===== src/design/bil_pkg.sv =====
// Shared constants, codes and types of the bounded integer list engine.
package bil_pkg;

    localparam int CAPACITY   = 16;
    localparam int IDX_W      = $clog2(CAPACITY);
    localparam int CNT_W      = $clog2(CAPACITY + 1);
    localparam int DATA_W     = 32;
    localparam int KIND_W     = 2;
    localparam int STAT_W     = 2;
    localparam int PORT_IDX_W = 4;
    localparam int PORT_CNT_W = 5;

    typedef logic [KIND_W-1:0] t_kind;
    typedef logic [STAT_W-1:0] t_status;

    localparam t_kind K_SEARCH = 2'd0;
    localparam t_kind K_MODIFY = 2'd1;
    localparam t_kind K_APPEND = 2'd2;
    localparam t_kind K_REMOVE = 2'd3;

    localparam t_status ST_OK        = 2'd0;
    localparam t_status ST_NOT_FOUND = 2'd1;
    localparam t_status ST_RANGE     = 2'd2;
    localparam t_status ST_FULL      = 2'd3;

    // One access to the entry store: one read and one write per cycle.
    typedef struct packed {
        logic              rd_en;
        logic [IDX_W-1:0]  rd_addr;
        logic              wr_en;
        logic [IDX_W-1:0]  wr_addr;
        logic [DATA_W-1:0] wr_data;
    } t_mem_req;

    // Result of one request as the sequencer finishes it.
    typedef struct packed {
        t_status           status;
        logic [IDX_W-1:0]  found;
        logic [DATA_W-1:0] old;
        logic [CNT_W-1:0]  cnt;
    } t_result;

endpackage


===== src/design/bil_store.sv =====
// Entry store: one write port and one registered read port.
module bil_store (
    input  logic                          i_clk,
    input  bil_pkg::t_mem_req             i_req,
    output logic [bil_pkg::DATA_W-1:0]    o_rd_data
);

    logic [bil_pkg::DATA_W-1:0] r_mem [bil_pkg::CAPACITY];
    logic [bil_pkg::DATA_W-1:0] r_rd_data;

    always_ff @(posedge i_clk) begin
        if (i_req.wr_en) begin
            r_mem[i_req.wr_addr] <= i_req.wr_data;
        end
    end

    always_ff @(posedge i_clk) begin
        if (i_req.rd_en) begin
            r_rd_data <= r_mem[i_req.rd_addr];
        end
    end

    assign o_rd_data = r_rd_data;

endmodule


===== src/design/bil_seq.sv =====
// Request sequencer: walks the store with one shared compare and holds the fill count.
module bil_seq (
    input  logic                              i_clk,
    input  logic                              i_rst_n,
    input  logic                              i_start,
    input  bil_pkg::t_kind                    i_kind,
    input  logic [bil_pkg::DATA_W-1:0]        i_value,
    input  logic [bil_pkg::PORT_IDX_W-1:0]    i_index,
    input  logic [bil_pkg::DATA_W-1:0]        i_rd_data,
    output logic                              o_busy,
    output bil_pkg::t_mem_req                 o_mem,
    output logic                              o_fin,
    output bil_pkg::t_result                  o_res
);

    localparam logic [2:0] S_IDLE  = 3'd0;
    localparam logic [2:0] S_SRCH  = 3'd1;
    localparam logic [2:0] S_MOD   = 3'd2;
    localparam logic [2:0] S_RGET  = 3'd3;
    localparam logic [2:0] S_SHIFT = 3'd4;

    logic [2:0]                  r_state, n_state;
    logic [bil_pkg::CNT_W-1:0]   r_cnt, n_cnt;
    logic [bil_pkg::IDX_W-1:0]   r_ptr, n_ptr;
    logic [bil_pkg::IDX_W-1:0]   r_idx, n_idx;
    logic [bil_pkg::DATA_W-1:0]  r_val, n_val;
    logic [bil_pkg::DATA_W-1:0]  r_old, n_old;

    logic [bil_pkg::CNT_W-1:0]   in_idx_ext;
    logic [bil_pkg::CNT_W-1:0]   idx_ext;
    logic [bil_pkg::CNT_W-1:0]   ptr_ext;
    logic                        hit;

    assign in_idx_ext = bil_pkg::CNT_W'(i_index);
    assign idx_ext    = bil_pkg::CNT_W'(r_idx);
    assign ptr_ext    = bil_pkg::CNT_W'(r_ptr);
    // The one compare unit, shared by every step of a search.
    assign hit        = (i_rd_data == r_val);

    always_comb begin
        n_state = r_state;
        n_cnt   = r_cnt;
        n_ptr   = r_ptr;
        n_idx   = r_idx;
        n_val   = r_val;
        n_old   = r_old;
        o_mem   = '0;
        o_fin   = 1'b0;
        o_res   = '0;

        unique case (r_state)
            S_IDLE: begin
                if (i_start) begin
                    n_val = i_value;
                    n_idx = bil_pkg::IDX_W'(i_index);
                    unique case (i_kind)
                        bil_pkg::K_SEARCH: begin
                            if (r_cnt == '0) begin
                                o_fin        = 1'b1;
                                o_res.status = bil_pkg::ST_NOT_FOUND;
                            end else begin
                                o_mem.rd_en   = 1'b1;
                                o_mem.rd_addr = '0;
                                n_ptr         = '0;
                                n_state       = S_SRCH;
                            end
                        end
                        bil_pkg::K_MODIFY: begin
                            if (in_idx_ext >= r_cnt) begin
                                o_fin        = 1'b1;
                                o_res.status = bil_pkg::ST_RANGE;
                            end else begin
                                o_mem.rd_en   = 1'b1;
                                o_mem.rd_addr = bil_pkg::IDX_W'(i_index);
                                n_state       = S_MOD;
                            end
                        end
                        bil_pkg::K_APPEND: begin
                            o_fin = 1'b1;
                            if (r_cnt == bil_pkg::CNT_W'(bil_pkg::CAPACITY)) begin
                                o_res.status = bil_pkg::ST_FULL;
                            end else begin
                                o_mem.wr_en   = 1'b1;
                                o_mem.wr_addr = bil_pkg::IDX_W'(r_cnt);
                                o_mem.wr_data = i_value;
                                n_cnt         = r_cnt + 1'b1;
                                o_res.status  = bil_pkg::ST_OK;
                            end
                        end
                        bil_pkg::K_REMOVE: begin
                            if (in_idx_ext >= r_cnt) begin
                                o_fin        = 1'b1;
                                o_res.status = bil_pkg::ST_RANGE;
                            end else begin
                                o_mem.rd_en   = 1'b1;
                                o_mem.rd_addr = bil_pkg::IDX_W'(i_index);
                                n_state       = S_RGET;
                            end
                        end
                        default: begin
                            n_state = S_IDLE;
                        end
                    endcase
                end
            end
            S_SRCH: begin
                if (hit) begin
                    o_fin        = 1'b1;
                    o_res.status = bil_pkg::ST_OK;
                    o_res.found  = r_ptr;
                    n_state      = S_IDLE;
                end else if (ptr_ext + 1'b1 >= r_cnt) begin
                    o_fin        = 1'b1;
                    o_res.status = bil_pkg::ST_NOT_FOUND;
                    n_state      = S_IDLE;
                end else begin
                    o_mem.rd_en   = 1'b1;
                    o_mem.rd_addr = r_ptr + 1'b1;
                    n_ptr         = r_ptr + 1'b1;
                end
            end
            S_MOD: begin
                o_mem.wr_en   = 1'b1;
                o_mem.wr_addr = r_idx;
                o_mem.wr_data = r_val;
                o_fin         = 1'b1;
                o_res.status  = bil_pkg::ST_OK;
                o_res.old     = i_rd_data;
                n_state       = S_IDLE;
            end
            S_RGET: begin
                n_old = i_rd_data;
                n_ptr = r_idx;
                if (idx_ext + 1'b1 < r_cnt) begin
                    o_mem.rd_en   = 1'b1;
                    o_mem.rd_addr = r_idx + 1'b1;
                    n_state       = S_SHIFT;
                end else begin
                    o_fin        = 1'b1;
                    o_res.status = bil_pkg::ST_OK;
                    o_res.old    = i_rd_data;
                    n_cnt        = r_cnt - 1'b1;
                    n_state      = S_IDLE;
                end
            end
            S_SHIFT: begin
                // The entry read last cycle moves down one place.
                o_mem.wr_en   = 1'b1;
                o_mem.wr_addr = r_ptr;
                o_mem.wr_data = i_rd_data;
                if (ptr_ext + bil_pkg::CNT_W'(2) < r_cnt) begin
                    o_mem.rd_en   = 1'b1;
                    o_mem.rd_addr = r_ptr + bil_pkg::IDX_W'(2);
                    n_ptr         = r_ptr + 1'b1;
                end else begin
                    o_fin        = 1'b1;
                    o_res.status = bil_pkg::ST_OK;
                    o_res.old    = r_old;
                    n_cnt        = r_cnt - 1'b1;
                    n_state      = S_IDLE;
                end
            end
            default: begin
                n_state = S_IDLE;
            end
        endcase

        o_res.cnt = n_cnt;
    end

    always_ff @(posedge i_clk) begin
        if (!i_rst_n) begin
            r_state <= S_IDLE;
            r_cnt   <= '0;
        end else begin
            r_state <= n_state;
            r_cnt   <= n_cnt;
        end
    end

    always_ff @(posedge i_clk) begin
        r_ptr <= n_ptr;
        r_idx <= n_idx;
        r_val <= n_val;
        r_old <= n_old;
    end

    assign o_busy = (r_state != S_IDLE);

    a_cnt_bound: assert property (@(posedge i_clk) disable iff (!i_rst_n)
        r_cnt <= bil_pkg::CNT_W'(bil_pkg::CAPACITY))
        else $error("fill count above capacity");

    a_srch_ptr: assert property (@(posedge i_clk) disable iff (!i_rst_n)
        (r_state == S_SRCH || r_state == S_SHIFT) |-> ptr_ext < r_cnt)
        else $error("walk pointer beyond the filled entries");

    a_no_collide: assert property (@(posedge i_clk) disable iff (!i_rst_n)
        (o_mem.rd_en && o_mem.wr_en) |-> o_mem.rd_addr != o_mem.wr_addr)
        else $error("read and write at the same entry in one cycle");

    a_one_step: assert property (@(posedge i_clk) disable iff (!i_rst_n)
        o_fin |-> (n_cnt == r_cnt || n_cnt == r_cnt + 1'b1 || n_cnt == r_cnt - 1'b1))
        else $error("fill count moved by more than one");

endmodule


===== src/design/bounded_int_list_engine.sv =====
// Top level of the bounded integer list engine: sequencer, entry store and result register.
//
//  Channel   Handshake            Ports
//  -------   ------------------   --------------------------------------------------
//  request   start && !busy       i_kind, i_value, i_index
//  result    o_done (one cycle)   o_status, o_found_index, o_old_value, o_count
//
// An append, an empty-list search and any request rejected as out of range or full finish in
// the cycle they are accepted. A modify reads the old entry, then writes the new one. A search
// compares one entry at a time, since the store has a single registered read port feeding one
// shared compare. A remove reads the removed entry, then moves each entry above it down one
// place per cycle through the same port. The result is registered and appears on the ports in
// the cycle after the request finishes. Reset clears the fill count and the sequencer; the
// entries are not cleared and are never read before being written. The receiver cannot stall.
module bounded_int_list_engine (
    input  logic                                  i_clk,
    input  logic                                  i_rst_n,
    input  logic                                  start,
    output logic                                  busy,
    input  logic [bil_pkg::KIND_W-1:0]            i_kind,
    input  logic signed [bil_pkg::DATA_W-1:0]     i_value,
    input  logic [bil_pkg::PORT_IDX_W-1:0]        i_index,
    output logic                                  o_done,
    output logic [bil_pkg::STAT_W-1:0]            o_status,
    output logic [bil_pkg::PORT_IDX_W-1:0]        o_found_index,
    output logic signed [bil_pkg::DATA_W-1:0]     o_old_value,
    output logic [bil_pkg::PORT_CNT_W-1:0]        o_count
);

    logic                        seq_busy;
    logic                        accept;
    logic                        fin;
    bil_pkg::t_result            res;
    bil_pkg::t_mem_req           mem_req;
    logic [bil_pkg::DATA_W-1:0]  rd_data;

    logic                        r_done;
    bil_pkg::t_result            r_res;

    // A request is taken only while the sequencer is idle.
    assign accept = start && !seq_busy;

    bil_seq u_seq (
        .i_clk     (i_clk),
        .i_rst_n   (i_rst_n),
        .i_start   (accept),
        .i_kind    (i_kind),
        .i_value   (i_value),
        .i_index   (i_index),
        .i_rd_data (rd_data),
        .o_busy    (seq_busy),
        .o_mem     (mem_req),
        .o_fin     (fin),
        .o_res     (res)
    );

    bil_store u_store (
        .i_clk     (i_clk),
        .i_req     (mem_req),
        .o_rd_data (rd_data)
    );

    // The result register keeps each result until the next; o_done strobes once per result.
    always_ff @(posedge i_clk) begin
        if (!i_rst_n) begin
            r_done <= 1'b0;
        end else begin
            r_done <= fin;
        end
    end

    always_ff @(posedge i_clk) begin
        if (fin) begin
            r_res <= res;
        end
    end

    assign busy          = seq_busy;
    assign o_done        = r_done;
    assign o_status      = r_res.status;
    assign o_found_index = bil_pkg::PORT_IDX_W'(r_res.found);
    assign o_old_value   = r_res.old;
    assign o_count       = bil_pkg::PORT_CNT_W'(r_res.cnt);

    a_found_only_ok: assert property (@(posedge i_clk) disable iff (!i_rst_n)
        o_done |-> (o_status == bil_pkg::ST_OK || o_found_index == '0))
        else $error("found index set on a failed request");

    a_full_count: assert property (@(posedge i_clk) disable iff (!i_rst_n)
        (o_done && o_status == bil_pkg::ST_FULL) |->
            o_count == bil_pkg::PORT_CNT_W'(bil_pkg::CAPACITY))
        else $error("list reported full below capacity");

    a_done_after_work: assert property (@(posedge i_clk) disable iff (!i_rst_n)
        o_done |-> $past(accept || seq_busy))
        else $error("result without a request in progress");

endmodule


===== config.mk =====
export PLATFORM = sky130hd
export DESIGN_NAME = bounded_int_list_engine
export DESIGN_NICKNAME = d
export VERILOG_FILES = /design/src/design/bil_pkg.sv /design/src/design/bil_store.sv /design/src/design/bil_seq.sv /design/src/design/bounded_int_list_engine.sv
export SDC_FILE = /design/constraint.sdc
export NUM_CORES = 1
export LEC_CHECK = 0
export ABC_AREA = 1
export BUFFER_PORTS_ARGS = -buffer_cell sky130_fd_sc_hd__clkbuf_2
export CAP_MARGIN = 30
export CORE_ASPECT_RATIO = 1.5
export CORE_MARGIN = 3
export CORE_UTILIZATION = 30
export DETAILED_ROUTE_END_ITERATION = 8
export GPL_TIMING_DRIVEN = 0
export PLACE_DENSITY = 0.55
export SYNTH_ARGS = -nofsm -noshare
export SYNTH_HDL_FRONTEND = slang
export SYNTH_SLANG_ARGS = --single-unit

===== constraint.sdc =====
create_clock -name i_clk -period 5.3 [get_ports i_clk]
set_clock_uncertainty 0.1 [all_clocks]
set_input_delay 0.265 -clock i_clk [delete_from_list [all_inputs] [get_ports i_clk]]
set_output_delay 0.265 -clock i_clk [all_outputs]
set_load 0.05 [all_outputs]

; ---- Word-level counts from Yosys, hierarchy flattened
; Memory sizes are Yosys's and may differ from the RTL's. A register that Yosys moved wholly into a read port is not among the register bits.
; Cells that the tools add are included.
[classes]
n_eq_ne = 21
n_div = 0
order_cmp = 4
mux = 57
n_reduce_logical = 12
addsub = 8
shifts = 0
n_bitwise = 0
n_mul = 0
[ops]
columns = operator, count
row1 = one-hot mux 37 bit (3 select lines), 1
row2 = one-hot mux 32 bit (3 select lines), 1
row3 = two-way mux 37 bit, 2
row4 = two-way mux 32 bit, 2
row5 = two-way mux 5 bit, 11
row6 = two-way mux 42 bit, 1
row7 = == test 32 bit, 1
row8 = two-way mux 3 bit, 8
row9 = two-way mux 4 bit, 6
row10 = one-hot mux 5 bit (4 select lines), 1
row11 = one-hot mux 4 bit (4 select lines), 1
row12 = one-hot mux 5 bit (3 select lines), 1
row13 = AND reduction 7 bit, 2
row14 = "inequality test 2 bit, second input constant", 6
row15 = one-hot mux 3 bit (4 select lines), 1
row16 = two-way mux 1 bit, 11
row17 = "adder 4 x 1 -> 5 bit, second input constant", 2
row18 = less-than comparator 5 bit, 2
row19 = one-hot mux 5 bit (2 select lines), 1
row20 = "inequality test 3 bit, second input constant", 3
row21 = one-hot mux 3 bit (3 select lines), 1
row22 = "adder 4 x 1 -> 4 bit, second input constant", 2
row23 = two-way mux 2 bit, 4
row24 = "== test 3 x 2 -> 1 bit, second input constant", 2
row25 = 27 further kinds, 29
[word_totals]
latchBits = 0
reg_bits = 124
output_inout_bits = 45
in_bits = 41
rom_bits = 0
elab_cells = 114
n_memories = 1
ram_bits = 512
[memory_table]
columns = name, words, word_bits, rd, rd_clocked_by_memory_dff, wr, line_no
row1 = u_store.r_mem, 16, 32, 1, 1, 1, bil_store.sv:8  ; logic [bil_pkg::DATA_W-1:0] r_mem [bil_pkg::CAPACITY];

; ---- Longest topological paths before layout
; Gate-level depths: netlist of the first run.
[depth]
ltp_word = 7
ltp_mapped = 20
ltp_nobuf = 18

; ---- By module
; From an unflattened synthesis of the first run, not the netlist that was laid out.
[unflattened]
cells_unflattened = 2804
area_unflattened_um2 = 29632.2
[by_module_without_submodules]
columns = module, instances, seq_area_each_um2, cells_each, area_each_um2
row1 = bil_store, 1, 16335.7, 2120, 23050.9
row2 = bil_seq, 1, 2322.2, 636, 5252.5
row3 = bounded_int_list_engine, 1, 1311.3, 48, 1328.8

; ---- Worst setup path after synthesis of the first run
; No wires, ideal clock.
[synth_timing]
path_type = flip-flop to flip-flop
start = reg u_seq.r_cnt[3] (netlist name)
end = reg r_res, in the netlist o_count[0], enable pin
arrival_ps = 4411
t_required_ps = 4695
synth_period_minus_slack_ps = 5016
path_buffers = 0
path_stages_with_launch = 11
path_slack_ps = 284
setup_ps = 505
path_cell_list = dfxtp_1 > inv_1 > ha_1 > inv_1 > nor2_1 > nand3_1 > nor2_1 > nor2_1 > nand2_1 > nand2_1 > o21ai_0
[synth_between]
elab_chain_len = 5
word_cells_on_any_way = 14
classes_between = order compare: 4 / mux: 9 / reduce/logical: 1
[synth_lines]
columns = element, line_no
row1 = start: declaration, bil_seq.sv:23  ; logic [bil_pkg::CNT_W-1:0] r_cnt, n_cnt;
row2 = start signal: assignment, bil_seq.sv:177  ; r_cnt <= n_cnt;
row3 = greater-or-equal comparator 4 x 5 -> 1 bit / logical NOT 5 bit (equally long branches), "bil_seq.sv:69, bil_seq.sv:91, bil_seq.sv:58"
row4 = "two-way mux 1 bit, on equally long branches", "bil_seq.sv:69, bil_seq.sv:91, bil_seq.sv:58"
row5 = one-hot mux 1 bit (3 select lines), bil_seq.sv:56  ; unique case (i_kind)
row6 = two-way mux 1 bit, bil_seq.sv:53  ; if (i_start) begin
row7 = one-hot mux 1 bit (5 select lines) (*), bil_seq.sv:51  ; unique case (r_state)
row8 = net fin, bounded_int_list_engine.sv:32  ; logic fin;
row9 = end signal: assignment, bounded_int_list_engine.sv:74  ; r_res <= res;
row10 = end: declaration, bounded_int_list_engine.sv:38  ; bil_pkg::t_result r_res;
; Mark *: on every way through the listed nets, which the timed path passes. The rest lies on a longest branch.
; A chain may end at the register's enable or synchronous reset.

; ---- Worst setup path in the final report of the first run
[layout_timing]
start = reg u_seq.r_ptr[0] (netlist name)
end = reg u_store.r_rd_data, in the netlist u_store.o_rd_data[5], read port of u_store.r_mem (data pin)
[layout_between]
elab_chain_len = 5
word_cells_on_any_way = 10
classes_between = add/sub: 4 / order compare: 2 / mux: 4
[layout_lines]
columns = element, line_no
row1 = start: declaration, bil_seq.sv:24  ; logic [bil_pkg::IDX_W-1:0] r_ptr, n_ptr;
row2 = start signal: assignment, bil_seq.sv:182  ; r_ptr <= n_ptr;
row3 = adder 4 x 1 -> 5 bit, bil_seq.sv:112  ; end else if (ptr_ext + 1'b1 >= r_cnt) begin
row4 = greater-or-equal comparator 5 bit, bil_seq.sv:112
row5 = two-way mux 5 bit, bil_seq.sv:112
row6 = two-way mux 5 bit, bil_seq.sv:107  ; if (hit) begin
row7 = one-hot mux 5 bit (4 select lines) (*), bil_seq.sv:51
row8 = end: declaration, bil_store.sv:9  ; logic [bil_pkg::DATA_W-1:0] r_rd_data;
; Every way passes the cells marked *; elsewhere a longest branch is shown, timed or not.

==> results of run 1 <==
## synth_stat cells (2+ instances only)
library cell	n
nand2_1	612
inv_1	100
ha_1	24
nand3_1	657
o21ai_0	45
a31oi_1	3
buf_1	8
nand2_4	2
o22ai_1	10
xor2_1	9
o221ai_1	11
nand4_1	8
nor2_4	3
nor3_1	5
o211ai_1	23
inv_2	6
xnor2_1	21
dfxtp_1	9
a21o_1	2
edfxtp_1	659
clkbuf_1	19
nor3_4	2
nor2_1	59
buf_2	104
o2111ai_1	2
a21oi_1	14
buf_6	6
buf_4	9
nor4_1	2
## metrics by stage
| step | worst slack (ns) | TNS, ns |
|---|---|---|
| 6_report | 0.928 | 0 |
| 5_1_grt | 0.712 | 0 |
| 4_1_cts | 1.02 | 0 |
| 3_5_place_dp | 1.04 | 0 |
| 3_3_place_gp | -1.67 | -317.60 |
| 2_1_floorplan | 0.284 | 0 |
## routing by layer
layer / vias up / global-route usage
met3: 202 / 0.0184
met2: 747 / 0.353
met5: - / 0
met1: 9720 / 0.193
met4: 0 / 0.0873
li1: 9210 / -
## state kept, by name, summed over array words and instances (netlist names)
register           flops
o_count                5
o_done                 1
o_found_index          4
o_old_value           32
o_status               2
u_seq.r_cnt            5
u_seq.r_idx            4
u_seq.r_old           32
u_seq.r_ptr            4
u_seq.r_state          3
u_seq.r_val           32
u_store.o_rd_data     32
u_store.r_mem        512
## timing repair
item / 4_1_cts / 5_1_grt
gates resized for setup: 0 / 0
setup endpoints to repair: 0 / 0
hold buffers: 39 / 0
setup buffers: 0 / 0
hold endpoints to repair: 50 / 0
## worst max-delay path by stage
stage	cells past startpoint	endpoint
CTS	16	u_store.o_rd_data[3]
global route	16	u_store.o_rd_data[3]
floorplan	10	o_count[0]
global placement	10	o_old_value[6]
finish	15	u_store.o_rd_data[5]
detailed placement	16	u_store.o_rd_data[3]
## area by class of cell
cell class / count / share of cell area
plain buffers: 146 / 0.0227
flip-flops and latches: 668 / 0.598
well taps: 1251 / 0.0469
repair buffers: 183 / 0.0467
inverters: 106 / 0.0119
clock buffers: 72 / 0.0457
clock inverters: 33 / 0.00581
multi-input cells: 1523 / 0.223
## critical path, cell delays in order (launching register included)
cell and delay, ns:
edfxtp_1 0.48, inv_1 0.20, o21ai_0 0.30, inv_1 0.11, ha_1 0.31, nand3_1 0.08, o21ai_1 0.38, nor2_1 0.07
nand3_1 0.10, nand4_1 0.25, inv_2 0.37, buf_1 0.80, nand3_1 0.24, nand2_1 0.17, nand2_1 0.07, nand2_1 0.18
## power groups by stage
stage | logic [uW] | registers (uW) | clock network (uW)
after detailed placement | 2560 | 6430 | 0
after global placement | 2460 | 6470 | 0
after global routing | 2790 | 6340 | 4230
after floorplan | 1250 | 6760 | 0
final | 2590 | 6310 | 4010
after CTS | 2590 | 6310 | 4050
## cells by family after synthesis
logic type / after synthesis / share of synthesized area
flip-flops: 668 / 0.703
XOR/XNOR: 30 / 0.00925
AND/OR/NAND/NOR: 1353 / 0.211
buffers and inverters: 252 / 0.0406
AO/OA/AOI/OAI: 116 / 0.0255
adder cells (fa/ha/maj): 24 / 0.0106
## placed cells by master (no fill, tap or decap), types with 17 or more instances in the layout
master	count
buf_12	17
buf_2	107
buf_4	38
clkbuf_1	32
clkbuf_16	59
clkbuf_2	85
dlygate4sd3_1	39
edfxtp_1	659
ha_1	24
inv_1	100
nand2_1	612
nand3_1	656
nor2_1	43
nor2_4	19
o211ai_1	23
o21ai_0	44
xnor2_1	21
==> results.sh, run 1 <==
export IMPL_rsz0062_at_grt="no"
export IMPL_die_w_um=257
export IMPL_wire_per_inst_um=22.9
export IMPL_hpwl_mm=66.4
export IMPL_row_count=137
export IMPL_synth_largest_area_cell="edfxtp_1"
export IMPL_max_cap_violations=0
export IMPL_clk_latency_ns=0.62
export IMPL_grt_usage=0.181
export IMPL_via_per_inst=4.99
export IMPL_synth_top_area_frac=0.696
export IMPL_synth_nets=2508
export IMPL_stdcell_area_mm2=0.0334
export IMPL_gp_congestion=0.910
export IMPL_wl_met3_mm=4.64
export IMPL_post_route_min_period_ns=4.37
export IMPL_worstReg2RegEnd="u_store.o_rd_data[5]"
export IMPL_r2r_slack_ns=0.93
export IMPL_crit_arrival_ns=4.72
export IMPL_ys_ff_latch=668
export IMPL_avgSynthCellArea_um2=11.6
export IMPL_seqCellArea_mm2=0.0200
export IMPL_ctsHtreeMaxLevel=2
export IMPL_cp_startpoint="u_seq.r_ptr[0]"
export IMPL_status="completed"
export IMPL_cts_tree="yes"
export IMPL_area_growth_pct=17.6
export IMPL_detailroute_via_count=19900
export IMPL_fillers=9139
export IMPL_dr_wl_met2_mm=49.6
export IMPL_min_from="i_kind[1]"
export IMPL_clock_root_buffer="clkbuf_16"
export IMPL_yosys_warnings=0
export IMPL_p_clk_frac=0.311
export IMPL_max_freq_ghz=0.229
export IMPL_cp_required_ns=5.64
export IMPL_start_util=0.304
export IMPL_synth_cell_types=38
export IMPL_total_power_uw=12900
export IMPL_dieArea_mm2=0.0985
export IMPL_ios=86
export IMPL_r2r_start="u_seq.r_ptr[0]"
export IMPL_hold_slack_ns=0.0448
export IMPL_switching_share=0.307
export IMPL_synth_yosys_seq_area_share=0.703
export IMPL_finalHoldViolCount=0
export IMPL_worstSetupPathType="flop to flop"
export IMPL_p_int_uw=8950
export IMPL_hold_depth=5
export IMPL_route_antenna_remaining_nets=0
export IMPL_antenna_found_initial=1
export IMPL_first_pass_iters=8
export IMPL_maxSlewViolCount=0
export IMPL_grt_pass1_wl_mm=132
export IMPL_first_iter_violations=1864
export IMPL_topRoutingLayerUsed="met4"
export IMPL_wl_mm=91.4
export IMPL_remaining_drc_errors=0
export IMPL_clk_pin_slew_ns=0.07
export IMPL_hold_end="u_seq.r_state[0]"
export IMPL_finish_utilization=0.358
export IMPL_worstMarginPinSlew_ns=1.01
export IMPL_fin_nets=2750
export IMPL_p_sw_uw=3960
export IMPL_synth_edff_count=659
export IMPL_clockBufferDepth=3
export IMPL_die_y_um=383
export IMPL_dp_cells=3838
export IMPL_multi_input_area_mm2=0.00744
export IMPL_seq_power_share=0.489
export IMPL_final_cells=3982
export IMPL_cts_made_buffers=57
export IMPL_endpoint_kind="flop"
export IMPL_critPathLaunchType="flop"
export IMPL_grt_max_degree=33
export IMPL_cts_sinks=668
export IMPL_min_path_type="input port to flop"
export IMPL_placed_area_mm2=0.0313
export IMPL_peakVddDrop_mv=0.242
export IMPL_setup_violations_final=0
export IMPL_layout_drive_gt1_share=0.139
export IMPL_p_per_area_mw_per_mm2=387
export IMPL_synthArstFlopShare=0
export IMPL_pwr_share_comb=0.200
export IMPL_power_leakage_uw=0.0124
export IMPL_syn_inst=2443
export IMPL_io_buffer_count=85
export IMPL_num_antenna_cells=0
export IMPL_grt_remaining_overflow=0
export IMPL_synth_area_mm2=0.0284
export IMPL_met1_length_mm=32.4
export IMPL_grt_pass1_vias=19700
export IMPL_path_max_fanout=10
export IMPL_timing_final_crit_share=0.825
export IMPL_synth_flop_cell="edfxtp_1"
export IMPL_rr_worst_depth=15
export IMPL_max_slew_margin=0.326
export IMPL_core_area_mm2=0.0934
export IMPL_ys_top_cells_by_area="edfxtp_1 70%, nand3_1 12%, nand2_1 8.1%"
No activity file was read; power rests on OpenSTA's default activity.
==> run 2: changes to the inputs <==
--- a/config.mk
+++ b/config.mk
@@ -13,7 +13,7 @@
 export CORE_UTILIZATION = 30
 export DETAILED_ROUTE_END_ITERATION = 8
 export GPL_TIMING_DRIVEN = 0
-export PLACE_DENSITY = 0.55
+export PLACE_DENSITY = 0.53
 export SYNTH_ARGS = -nofsm -noshare
 export SYNTH_HDL_FRONTEND = slang
 export SYNTH_SLANG_ARGS = --single-unit
==> constraint.sdc (replaced) <==
create_clock -name i_clk -period 4.2 [get_ports i_clk]
set_clock_uncertainty 0.1 [all_clocks]
set_input_delay 0.21 -clock i_clk [delete_from_list [all_inputs] [get_ports i_clk]]
set_output_delay 0.21 -clock i_clk [all_outputs]
set_load 0.05 [all_outputs]
==> run 2 against run 1 <==
  * Largest cell class unchanged
  * Worst hold slack gained 0.19 ns
  * Core utilization grew 0.31 points
  * Highest routed layer unchanged
  * Critical path type unchanged
  * Via count grew 0.71%
  * Setup slack lost 0.88 ns
==> results.sh, run 2 (synthesized netlist as in run 1, its figures left out) <==
export IMPL_cts_setup_buffers=0
export IMPL_wire_per_inst_um=23.3
export IMPL_grt_usage=0.185
export IMPL_wl_mm=92.8
export IMPL_antenna_found_initial=0
export IMPL_detailroute_via_count=20000
export IMPL_max_freq_ghz=0.241
export IMPL_pwr_share_comb=0.196
export IMPL_p_int_uw=11800
export IMPL_final_cells=3986
export IMPL_cp_required_ns=4.43
export IMPL_endpoint_kind="flop"
export IMPL_rr_worst_depth=17
export IMPL_cts_made_buffers=59
export IMPL_switching_share=0.302
export IMPL_status="completed"
export IMPL_io_buffer_count=85
export IMPL_cts_tree="yes"
export IMPL_num_antenna_cells=0
export IMPL_p_clk_frac=0.331
export IMPL_clk_latency_ns=0.63
export IMPL_start_util=0.304
export IMPL_first_iter_violations=1615
export IMPL_grt_pass1_vias=20100
export IMPL_p_per_area_mw_per_mm2=500
export IMPL_final_common_cell="edfxtp_1"
export IMPL_die_y_um=383
export IMPL_route_antenna_remaining_nets=0
export IMPL_crit_arrival_ns=4.38
export IMPL_seq_power_share=0.473
export IMPL_p_sw_uw=5100
export IMPL_ctsHtreeMaxLevel=2
export IMPL_first_pass_iters=6
export IMPL_maxSlewViolCount=0
export IMPL_path_max_fanout=10
export IMPL_stdcell_area_mm2=0.0337
export IMPL_clock_root_buffer="clkbuf_16"
export IMPL_row_count=137
export IMPL_ios=86
export IMPL_peakVddDrop_mv=0.301
export IMPL_dieArea_mm2=0.0985
export IMPL_layout_drive_gt1_share=0.144
export IMPL_via_per_inst=5.02
export IMPL_hold_depth=2
export IMPL_fin_nets=2752
export IMPL_max_cap_violations=0
export IMPL_power_leakage_uw=0.0125
export IMPL_post_route_min_period_ns=4.15
export IMPL_grt_remaining_overflow=0
export IMPL_critPathLaunchType="flop"
export IMPL_dp_cells=3836
export IMPL_setup_violations_final=0
export IMPL_clockBufferDepth=3
export IMPL_min_path_type="input port to flop"
export IMPL_hpwl_mm=67.6
export IMPL_grt_pass1_wl_mm=134
export IMPL_finish_utilization=0.361
export IMPL_worstSetupPathType="flop to flop"
export IMPL_largest_register_ffs=512
export IMPL_top_register="u_store.r_mem"
export IMPL_die_w_um=257
export IMPL_fin_setup_tns_ns=0
export IMPL_area_growth_pct=18.6
export IMPL_total_power_uw=16900
export IMPL_finalHoldViolCount=0
export IMPL_placed_area_mm2=0.0313
export IMPL_gp_congestion=0.919
export IMPL_final_cell_mix="659 x edfxtp_1, 656 x nand3_1, 612 x nand2_1"
export IMPL_grt_max_degree=32
export IMPL_cts_sinks=668
export IMPL_core_area_mm2=0.0934
export IMPL_max_slew_margin=0.306
export IMPL_worstMarginPinSlew_ns=1.04
export IMPL_clk_pin_slew_ns=0.07
export IMPL_remaining_drc_errors=0
export IMPL_timing_final_crit_share=0.988
## run 2: metrics by stage
step                      hold WS (ns)  setup slack [ns]
after floorplan                  0.208             0.365
after global placement           0.309             -2.36
after detailed placement         0.312           -0.0251
after CTS                        0.197            0.0107
after global routing             0.231           -0.0264
final                            0.230            0.0505
## run 2: cell type report
cell class | count | area [um^2]
Buffer | 146 | 772
Clock buffer | 71 | 1520
Clock inverter | 38 | 428
Fill cell | 9148 | 59700
Inverter | 106 | 398
Multi-Input combinational cell | 1523 | 7460
Sequential cell | 668 | 20000
Tap cell | 1251 | 1570
Timing Repair Buffer | 183 | 1590
## run 2: routing by layer
layer / up-vias / wire length [um] / track usage
met5: - / 0 / 0
met4: 0 / 5240 / 0.0955
met3: 244 / 4730 / 0.0222
met2: 747 / 50600 / 0.358
met1: 9816 / 32300 / 0.195
li1: 9214 / - / -
## run 2: critical path, stage by stage (launching register included)
cell             delay, ns
edfxtp_1              0.47
ha_1                  0.26
xor2_1                0.33
ha_1                  0.30
nand2_1               0.06
inv_1                 0.05
o21ai_0               0.11
nand4_1               0.25
inv_1                 0.25
nand2_1               0.08
nand4_1               0.24
inv_2                 0.22
clkdlybuf4s18_2       0.45
buf_6                 0.25
nand3_1               0.09
nand2_1               0.06
nand2_1               0.12
nand2_1               0.15
## run 2: what timing repair did
item | CTS | global route
setup endpoints to repair | 2 | 32
gates cloned | 0 | 0
resized for setup | 2 | 11
hold buffers | 40 | 0
endpoints found under the hold margin | 58 | 0
## run 2: power groups by stage
| stage | logic, uW | clock network, uW | registers (uW) |
|---|---|---|---|
| finish | 3310 | 5580 | 7970 |
| global placement | 3120 | 0 | 8150 |
| CTS | 3290 | 5650 | 7970 |
| floorplan | 1580 | 0 | 8520 |
| global route | 3560 | 5890 | 7990 |
| detailed placement | 3250 | 0 | 8110 |
## run 2: worst paths after layout
| check | slack, ns | startpoint | end |
|---|---|---|---|
| max reg2reg | 0.05 | u_seq.r_ptr[2] | u_store.o_rd_data[10] |
| max | 0.05 | u_seq.r_ptr[2] | u_store.o_rd_data[10] |
| min | 0.23 | i_value[12] | u_seq.r_val[12] |
| min reg2reg | 0.37 | u_store.o_rd_data[24] | u_seq.r_old[24] |
